### config.mk
export PLATFORM = sky130hd
export DESIGN_NAME = fps_ctrl
export DESIGN_NICKNAME = d
export VERILOG_FILES = /design/src/hw/rtl/fps_pkg.sv /design/src/hw/rtl/fps_ctrl.sv
export SDC_FILE = /design/constraint.sdc
export NUM_CORES = 1
export LEC_CHECK = 0
export BUFFER_PORTS_ARGS = -buffer_cell sky130_fd_sc_hd__buf_2
export CAP_MARGIN = 20
export CORE_AREA = 5 5 42 44
export CTS_CLUSTER_DIAMETER = 100
export CTS_CLUSTER_SIZE = 24
export DETAILED_ROUTE_END_ITERATION = 6
export DIE_AREA = 0 0 47 49
export PLACE_DENSITY = 0.47
export SYNTH_ARGS = -nofsm -noshare
export SYNTH_HDL_FRONTEND = slang
export SYNTH_SLANG_ARGS = --single-unit
export TNS_END_PERCENT = 50
### constraint.sdc
create_clock -name clk -period 1.7 [get_ports clk]
set_input_delay 0.34 -clock clk [delete_from_list [all_inputs] [get_ports clk]]
set_output_delay 0.34 -clock clk [all_outputs]
set_load 0.05 [all_outputs]
### src/hw/rtl/fps_pkg.sv
// ----------------------------------------------------------------------------
// fps_pkg
// Shared widths, operation codes and the command and status bundles that
// pass between the prefix sum table controller and its datapath.
// ----------------------------------------------------------------------------
package fps_pkg;

	localparam int IDX_W  = 11;
	localparam int SUM_W  = 64;
	// A walk node may step one lowest set bit past an 11-bit size.
	localparam int NODE_W = 12;

	localparam logic [IDX_W-1:0] SIZE_RESET = 11'd1024;

	localparam logic OP_QUERY  = 1'b0;
	localparam logic OP_UPDATE = 1'b1;

	typedef struct packed {
		logic clear_step;
		logic load;
		logic walk;
		logic out_load;
	} fps_cmd_t;

	typedef struct packed {
		logic clear_last;
		logic node_ok;
		logic is_query;
	} fps_status_t;

endpackage

### src/hw/rtl/fps_ctrl.sv
// ----------------------------------------------------------------------------
// fps_ctrl
// Sequencer for the prefix sum table: runs the clearing pass after reset,
// accepts one transaction at a time, steps the tree walk and hands query
// results to the output register.
// ----------------------------------------------------------------------------
module fps_ctrl (
	input  logic                clk,
	input  logic                arst_n,
	input  logic                in_valid,
	output logic                in_stall,
	output logic                out_valid,
	input  logic                out_stall,
	input  fps_pkg::fps_status_t status,
	output fps_pkg::fps_cmd_t   cmd
);

	localparam logic [1:0] ST_CLEAR = 2'd0;
	localparam logic [1:0] ST_IDLE  = 2'd1;
	localparam logic [1:0] ST_WALK  = 2'd2;
	localparam logic [1:0] ST_DONE  = 2'd3;

	logic [1:0] state_q;
	logic [1:0] state_next;
	logic       out_valid_q;
	logic       out_free;

	assign in_stall  = (state_q != ST_IDLE);
	assign out_valid = out_valid_q;
	assign out_free  = !out_valid_q || !out_stall;

	always_comb begin
		state_next = state_q;
		cmd = '0;
		case (state_q)
			ST_CLEAR: begin
				cmd.clear_step = 1'b1;
				if (status.clear_last) begin
					state_next = ST_IDLE;
				end
			end
			ST_IDLE: begin
				if (in_valid) begin
					cmd.load = 1'b1;
					state_next = ST_WALK;
				end
			end
			ST_WALK: begin
				cmd.walk = 1'b1;
				if (!status.node_ok) begin
					state_next = ST_DONE;
				end
			end
			ST_DONE: begin
				if (!status.is_query) begin
					state_next = ST_IDLE;
				end else if (out_free) begin
					cmd.out_load = 1'b1;
					state_next = ST_IDLE;
				end
			end
			default: begin
				state_next = ST_IDLE;
			end
		endcase
	end

	always_ff @(posedge clk or negedge arst_n) begin
		if (!arst_n) begin
			state_q     <= ST_CLEAR;
			out_valid_q <= 1'b0;
		end else begin
			state_q <= state_next;
			if (cmd.out_load) begin
				out_valid_q <= 1'b1;
			end else if (!out_stall) begin
				out_valid_q <= 1'b0;
			end
		end
	end

	// A result is only produced at the end of a query walk.
	a_out_load_query: assert property (@(posedge clk) disable iff (!arst_n)
		cmd.out_load |-> (state_q == ST_DONE) && status.is_query)
		else $error("result loaded outside a finished query");

	a_walk_ends: assert property (@(posedge clk) disable iff (!arst_n)
		(state_q == ST_WALK) && !status.node_ok |=> (state_q == ST_DONE))
		else $error("walk did not finish when the node ran out of range");

	a_load_walks: assert property (@(posedge clk) disable iff (!arst_n)
		cmd.load |=> (state_q == ST_WALK))
		else $error("accepted transaction did not start a walk");

endmodule

# [Yosys cells after proc, flatten, opt, wreduce, memory -nomap -nowiden]
# Cells that the tools add are included.
[op_classes] n_addsub=0 multipliers=0 div=0 n_lt_le_gt_ge=0 n_eq_ne=9 n_shift=0 muxes=15 bitwise_logic=0 reduce_logical=5
[ops] operator="two-way mux 2 bit" count=5
[ops] operator="two-way mux 1 bit" count=9
[ops] operator="one-hot mux 2 bit (4 select lines)" count=1
[ops] operator="inequality test 2 bit (second input constant)" count=3
[ops] operator="equality test 2 bit (second input constant)" count=2
[ops] operator="inequality test 2 x 1 -> 1 bit (second input constant)" count=2
[ops] operator="AND reduction 4 bit" count=1
[ops] operator="inequality test 3 bit (second input constant)" count=1
[ops] operator="equality test 2 x 1 -> 1 bit (second input constant)" count=1
[ops] operator="logical NOT 1 bit" count=2
[ops] operator="logical NOT 2 bit" count=1
[ops] operator="logical OR 1 bit" count=1
[totals] register_bits=3 latchBits=0 mem_bits_rw=0 rom_bits=0 in_bits=7 wordCells=31 n_memories=0

# [Depth between registers and ports, before layout]
# Gate-level depths: netlist (run 1).
[logic_depth] word_depth=6 ltp_mapped=5 ltp_nobuf=5

# [Worst setup path before layout (run 1)]
# No wires, ideal clock.
[synth_path] kind="register to output" from="register out_valid_q, in the netlist out_valid" to="output cmd[0] (netlist name)" arrival_ns=1.411 path_slack_ns=-0.051 path_stages_with_launch=2 path_cell_list="dfrtp_1 > a21oi_1"
[synth_rtl] element="start, declared" line_no="fps_ctrl.sv:25" rtl="logic out_valid_q;"
[synth_rtl] element="start signal, assigned" line_no="fps_ctrl.sv:71" rtl="out_valid_q <= 1'b0;"
[synth_rtl] element="start signal, assigned" line_no="fps_ctrl.sv:75" rtl="out_valid_q <= 1'b1;"
[synth_rtl] element="start signal, assigned" line_no="fps_ctrl.sv:77" rtl="out_valid_q <= 1'b0;"
[synth_rtl] element="end, declared" line_no="fps_ctrl.sv:15" rtl="output fps_pkg::fps_cmd_t cmd"

==> flow_summary_export.csv, run 1 <==
group,metric,value,unit
global_route,grt_pass1_wl,772,um
detailed_routing,ant_nets,0,
synth,synthCells,21,
layout,finalNetCount,50,
synth,syn_avg_cell_area,10.9,sq um
synth,netlist.area_leader.share,32.8,%
die,dieArea,2300,sq um
cts,clkSinkCount,3,
synth,synth_cell_types,11,
cts,clockBufferDepth,2,
synth,yosysWarnings,0,
sta,slew_viol_final,0,
worst_hold_path,hp-start,"out_stall",
worst_setup_path,cp_max_fo,4,
layout,diodes,0,
cts,clk_latency,0.23,ns
sta,fin_crit_sh,93.5,%
sta,setup_viol,0,
job,cap_violations,0,
worst_setup_path,rr_endpoint,"state_q[1]",
cts,cts_max_level,1,
sta,clock_skew,0.000401,ns
detailed_routing,drtIter0Drc,2,
detailed_routing,drc,0,
synth,yosysMostFrequentCell,"ha_1",
worst_setup_path,r2r_start,"state_q[0]",
layout,area_delta_synth_final,55.7,%
worst_setup_path,worstPathArrival,1.25,ns
cts,clk_pin_slew,0.04,ns
place,finalWeightedCongestion,0.688,
cts,cts_tree,"built",
worst_setup_path,required,1.36,ns
global_route,grt_max_degree,5,
synth,syn_area,229,sq um
cts,cts_buffers,3,
synth,yosysSeqAreaShare,32.8,%
die,fp-row-count,14,
worst_hold_path,whs_endpoint,"out_valid",
synth,synth_area_leaders,"dfrtp_1 33%, ha_1 22%, o2111ai_4 11%",
detailed_routing,wl_per_cell,9.52,um
layout,final_util,25.4,%
synth,synth_edf_count,0,
sta,fin_crit,1.59,ns
detailed_routing,route.met3.wl,80,um
worst_hold_path,hold_path.class,"input port to flop",
global_route,grt_pass1_vias,209,
sta,hold_viol_final,0,
power_and_ir_drop,ir_drop,0.787,mV
synth,synth_seq_cells,3,
worst_setup_path,rr_worst_depth,5,
worst_setup_path,critical_path_class,"flop to output pin",
detailed_routing,totalWireLength,514,um
global_route,grt.total_usage,5.29,%
synth,synth_ff_type,"dfrtp_1",
worst_setup_path,r2r_slack,0.31,ns
detailed_routing,vias_per_cell,3.61,
power_and_ir_drop,power_density,2220,nW/um^2
die,io_pins,13,
die,die_h,49,um
sta,fin_setup_tns,0,ns
detailed_routing,met1_length,248,um
cts,root_buffer,"clkbuf_4",
synth,yosys.area.top_type,"dfrtp_1",
detailed_routing,dr.pass1.iters,3,
place,port-buffer-count,12,
outcome,outcome,"finished clean",
die,die_w,47,um
global_route,grt_overflow,0,
place,hpwl,404,um
detailed_routing,vias,195,
power_and_ir_drop,total_leakage_power,0.188,nW
synth,syn_nets,32,
global_route,antenna_found_initial,0,
layout,drive_gt1_share,52.6,%
worst_setup_path,endpoint_kind,"output pin",
sta,worstMarginPinSlew,0.250,ns
synth,async_reset_ff_share,100,%
die,initial_core_util,16.3,%
detailed_routing,met2WireLength,185,um
synth,ys_top_cells_by_count,"4 x ha_1, 3 x dfrtp_1, 3 x inv_1, 3 x nand2_1, 2 x nand2b_1",
sta,rsz0062_at_grt,"false",
cts,cts_setup_buffers,0,
worst_hold_path,holdPathStages,3,
worst_setup_path,crit_path_start_kind,"flop",
detailed_routing,highest_layer,"met3",
die,core-area,1400,sq um
worst_setup_path,crit_start,"state_q[1]",
sta,fmax,0.629,GHz
sta,slew_headroom,83.4,%
area by class of cell:
cell class | instances | area [sq um]
tap | 16 | 20.0
clock buffer | 4 | 26.3
sequential | 3 | 75.1
multi-input combinational | 15 | 149
timing repair buffer | 13 | 75.1
fill | 163 | 1040
inverter | 3 | 11.3
critical path, cell delays in order, from the launching register on:
cell and delay [ns]:
dfrtp_1 0.41, inv_1 0.10, ha_2 0.20, and2_1 0.13, buf_4 0.19
through the flow:
stage                     area (sq um)  worst slack [ns]  power, W  hold slack (ns)  cells
after detailed placement           313             0.287  0.000656            0.136     49
after global placement             313             0.292  0.000660            0.140     49
final                              357             0.110  0.000791            0.379     54
after CTS                          349            0.0270  0.000793            0.372     54
after global routing               357            0.0220  0.000850            0.390     54
after floorplan                    233            0.0182  0.000566           0.0444     21
kinds of logic (layout without fill, tap and decap cells):
| kind of cell | count (synthesis) | in the layout | share of synthesized area [%] |
|---|---|---|---|
| AOI/OAI and AO/OA | 2 | 2 | 13.7 |
| adders and majority gates | 4 | 4 | 21.9 |
| DFF | 3 | 3 | 32.8 |
| muxes | 2 | 2 | 10.9 |
| and+or+nand+nor | 7 | 7 | 15.8 |
| buffers and inverters | 3 | 20 | 4.92 |
worst max-delay path by stage:
stage	endpoint	slack (ns)	depth (start not counted)
floorplan	state_q[1]	0.02	5
global placement	cmd[2]	0.29	4
detailed placement	cmd[2]	0.29	4
CTS	cmd[2]	0.03	4
global route	cmd[2]	0.02	4
finish	cmd[2]	0.11	4
flip-flops by register name (all words and copies together) (netlist names):
register,count
out_valid,1
state_q,2
placed cells by master (no fill, tap or decap), types with 2 or more instances in the layout:
| cell type | instances |
|---|---|
| buf_2 | 10 |
| buf_4 | 2 |
| clkbuf_4 | 3 |
| dfrtp_1 | 3 |
| ha_1 | 3 |
| inv_1 | 3 |
| nand2_1 | 3 |
| nand2b_1 | 2 |
routing by layer:
| metal | global-route usage (%) | up-vias |
|---|---|---|
| met5 | 0 | - |
| met4 | 5.53 | 0 |
| met3 | 3.69 | 0 |
| met2 | 5.88 | 13 |
| met1 | 5.97 | 82 |
| li1 | - | 100 |
power breakdown:
group	internal [W]	leakage, nW	switching (W)
combinational	0.000178	0.138	0.000343
sequential	0.000109	0.0351	0.0000369
clock	0.0000879	0.0150	0.0000358
what timing repair did:
action	4_1_cts	5_1_grt
hold endpoints to repair	3	0
endpoints found under the setup margin	0	2
hold buffers	1	0
resized for setup	0	5
Power figures use the tool's default switching activity.
==> run 2: changes to the inputs <==
- CORE_AREA: 5 5 42 44 -> 2 2 39 41
- DIE_AREA: 0 0 47 49 -> 0 0 41 43
==> run 2 against run 1 <==
Combinational power hardly changed. Register-to-register slack hardly changed. Die area is 23% lower. Via count is 2.6% higher. Non-clock buffer count stayed put. First-iteration DRC count grew to 2.5 times the previous value. Clock power hardly changed. Sequential share of layout area stayed put. Maximum frequency is 0.56% lower. Sequential cell count stayed put. Critical path depth stayed put.
==> flow_summary_export.csv, run 2 (synthesized netlist as in run 1, its figures left out) <==
group,metric,value,unit
sta,setup_viol,0,
worst_setup_path,worstPathArrival,1.26,ns
detailed_routing,wl_per_cell,8.89,um
worst_setup_path,endpoint_kind,"output pin",
detailed_routing,drtIter0Drc,5,
cts,cts_tree,"built",
layout,fin_cells,54,
power_and_ir_drop,total_leakage_power,0.187,nW
outcome,outcome,"finished clean",
layout,area_delta_synth_final,55.7,%
die,die_w,41,um
worst_hold_path,hold_path.class,"input port to flop",
global_route,grt_overflow,0,
cts,clkSinkCount,3,
cts,cts_setup_buffers,0,
detailed_routing,highest_layer,"met3",
global_route,antenna_found_initial,0,
worst_setup_path,required,1.36,ns
worst_setup_path,path_buf_inv,1,
power_and_ir_drop,p_sw_share,52.7,%
place,port-buffer-count,12,
worst_setup_path,crit_family,"flip-flops",
power_and_ir_drop,power.internal,0.000373,W
layout,regMostFlops,"state_q",
layout,largest_reg_flops,2,
job,cap_violations,0,
cts,cts_max_level,1,
power_and_ir_drop,p_switching,0.000415,W
sta,worstMarginPinSlew,0.249,ns
power_and_ir_drop,pwr-share-clk,15.4,%
detailed_routing,drc,0,
layout,drive_gt1_share,52.6,%
worst_setup_path,critical_path_class,"flop to output pin",
layout,diodes,0,
sta,fin_crit_sh,94.1,%
power_and_ir_drop,power_density,2210,nW/um^2
die,io_pins,13,
die,core-area,1380,sq um
cts,clk_latency,0.23,ns
detailed_routing,totalWireLength,480,um
detailed_routing,vias,200,
place,finalWeightedCongestion,0.760,
die,dieArea,1760,sq um
layout,final_common_cell,"buf_2",
detailed_routing,ant_nets,0,
place,dp.cells,49,
worst_setup_path,cpPeakStageDelay,0.39,ns
sta,clock_skew,0.00108,ns
worst_setup_path,path_cells,"ha_1, nand2_1, a21oi_2, clkbuf_4",
global_route,grt.total_usage,7.54,%
cts,clockBufferDepth,2,
die,die_h,43,um
worst_setup_path,crit_path_start_kind,"flop",
sta,hold_viol_final,0,
sta,slew_viol_final,0,
worst_setup_path,cp_max_fo,4,
layout,finalNetCount,50,
worst_setup_path,cp_slowest_cell,"dfrtp_1",
cts,clk_pin_slew,0.03,ns
detailed_routing,vias_per_cell,3.70,
sta,fin_setup_tns,0,ns
sta,fin_crit,1.60,ns
detailed_routing,dr.pass1.iters,4,
cts,cts_buffers,3,
global_route,grt_pass1_wl,834,um
layout,final_cell_mix,"10 x buf_2, 4 x clkbuf_4",
detailed_routing,met2WireLength,192,um
die,fp-row-count,14,
detailed_routing,met1_length,212,um
global_route,grt_max_degree,5,
detailed_routing,route.met3.wl,75,um
cts,root_buffer,"clkbuf_4",
die,initial_core_util,16.5,%
power_and_ir_drop,pwr-share-seq,18.5,%
power_and_ir_drop,comb_power_share,66.0,%
sta,rsz0062_at_grt,"false",
power_and_ir_drop,ir_drop,0.815,mV
global_route,grt_pass1_vias,200,
sta,fmax,0.625,GHz
sta,slew_headroom,83.5,%
-- run 2: path summary, 6_finish.rpt --
check,startpoint,to,slack (ns),cells after the start
worst min-delay path,out_stall,out_valid,0.39,3
worst max register to register,state_q[1],state_q[1],0.31,5
max in group asynchronous,arst_n,state_q[0],1.16,2
worst max-delay path,state_q[1],cmd[0],0.10,4
worst min register to register,out_valid,out_valid,0.58,2
min in group asynchronous,arst_n,out_valid,0.43,2
-- run 2: power groups by stage --
stage / logic, W / registers [W] / clock network (W)
3_5_place_dp: 0.000514 / 0.000148 / 0
6_report: 0.000520 / 0.000146 / 0.000122
2_1_floorplan: 0.000389 / 0.000177 / 0
4_1_cts: 0.000517 / 0.000147 / 0.000128
3_3_place_gp: 0.000509 / 0.000146 / 0
5_1_grt: 0.000564 / 0.000156 / 0.000132
-- run 2: area by class of cell --
type                       instances  area, sq um
fill                             151         1030
sequential                         3         75.1
clock buffer                       4         26.3
inverter                           3         11.3
tap                               16         20.0
timing repair buffer              13         75.1
multi-input combinational         15          149
-- run 2: per-stage QoR --
step	util, %	instance area [sq um]	hold slack [ns]	total power [W]	setup WS (ns)
floorplan	-	233	0.0444	0.000566	0.0182
global placement	22.6	313	0.137	0.000655	0.282
detailed placement	22.6	313	0.139	0.000662	0.272
CTS	25.2	349	0.399	0.000792	0.0197
global route	25.8	357	0.408	0.000852	0.0156
finish	25.8	357	0.393	0.000788	0.101
-- run 2: worst register-to-register path, cell delays in order (launching register included) --
cell,delay (ns)
dfrtp_1,0.39
inv_1,0.08
ha_1,0.20
nand2b_1,0.12
o2111ai_4,0.15
mux2_4,0.32
-- run 2: metal layers --
| metal | up-vias | GRT usage, % |
|---|---|---|
| li1 | 102 | - |
| met1 | 83 | 8.39 |
| met2 | 15 | 9.38 |
| met3 | 0 | 5.24 |
| met4 | 0 | 6.00 |
| met5 | - | 0 |
-- run 2: what timing repair did --
| item | 4_1_cts | 5_1_grt |
|---|---|---|
| endpoints found under the hold margin | 3 | 0 |
| setup endpoints to repair | 0 | 2 |
| hold buffers | 1 | 0 |
| resized for setup | 0 | 4 |
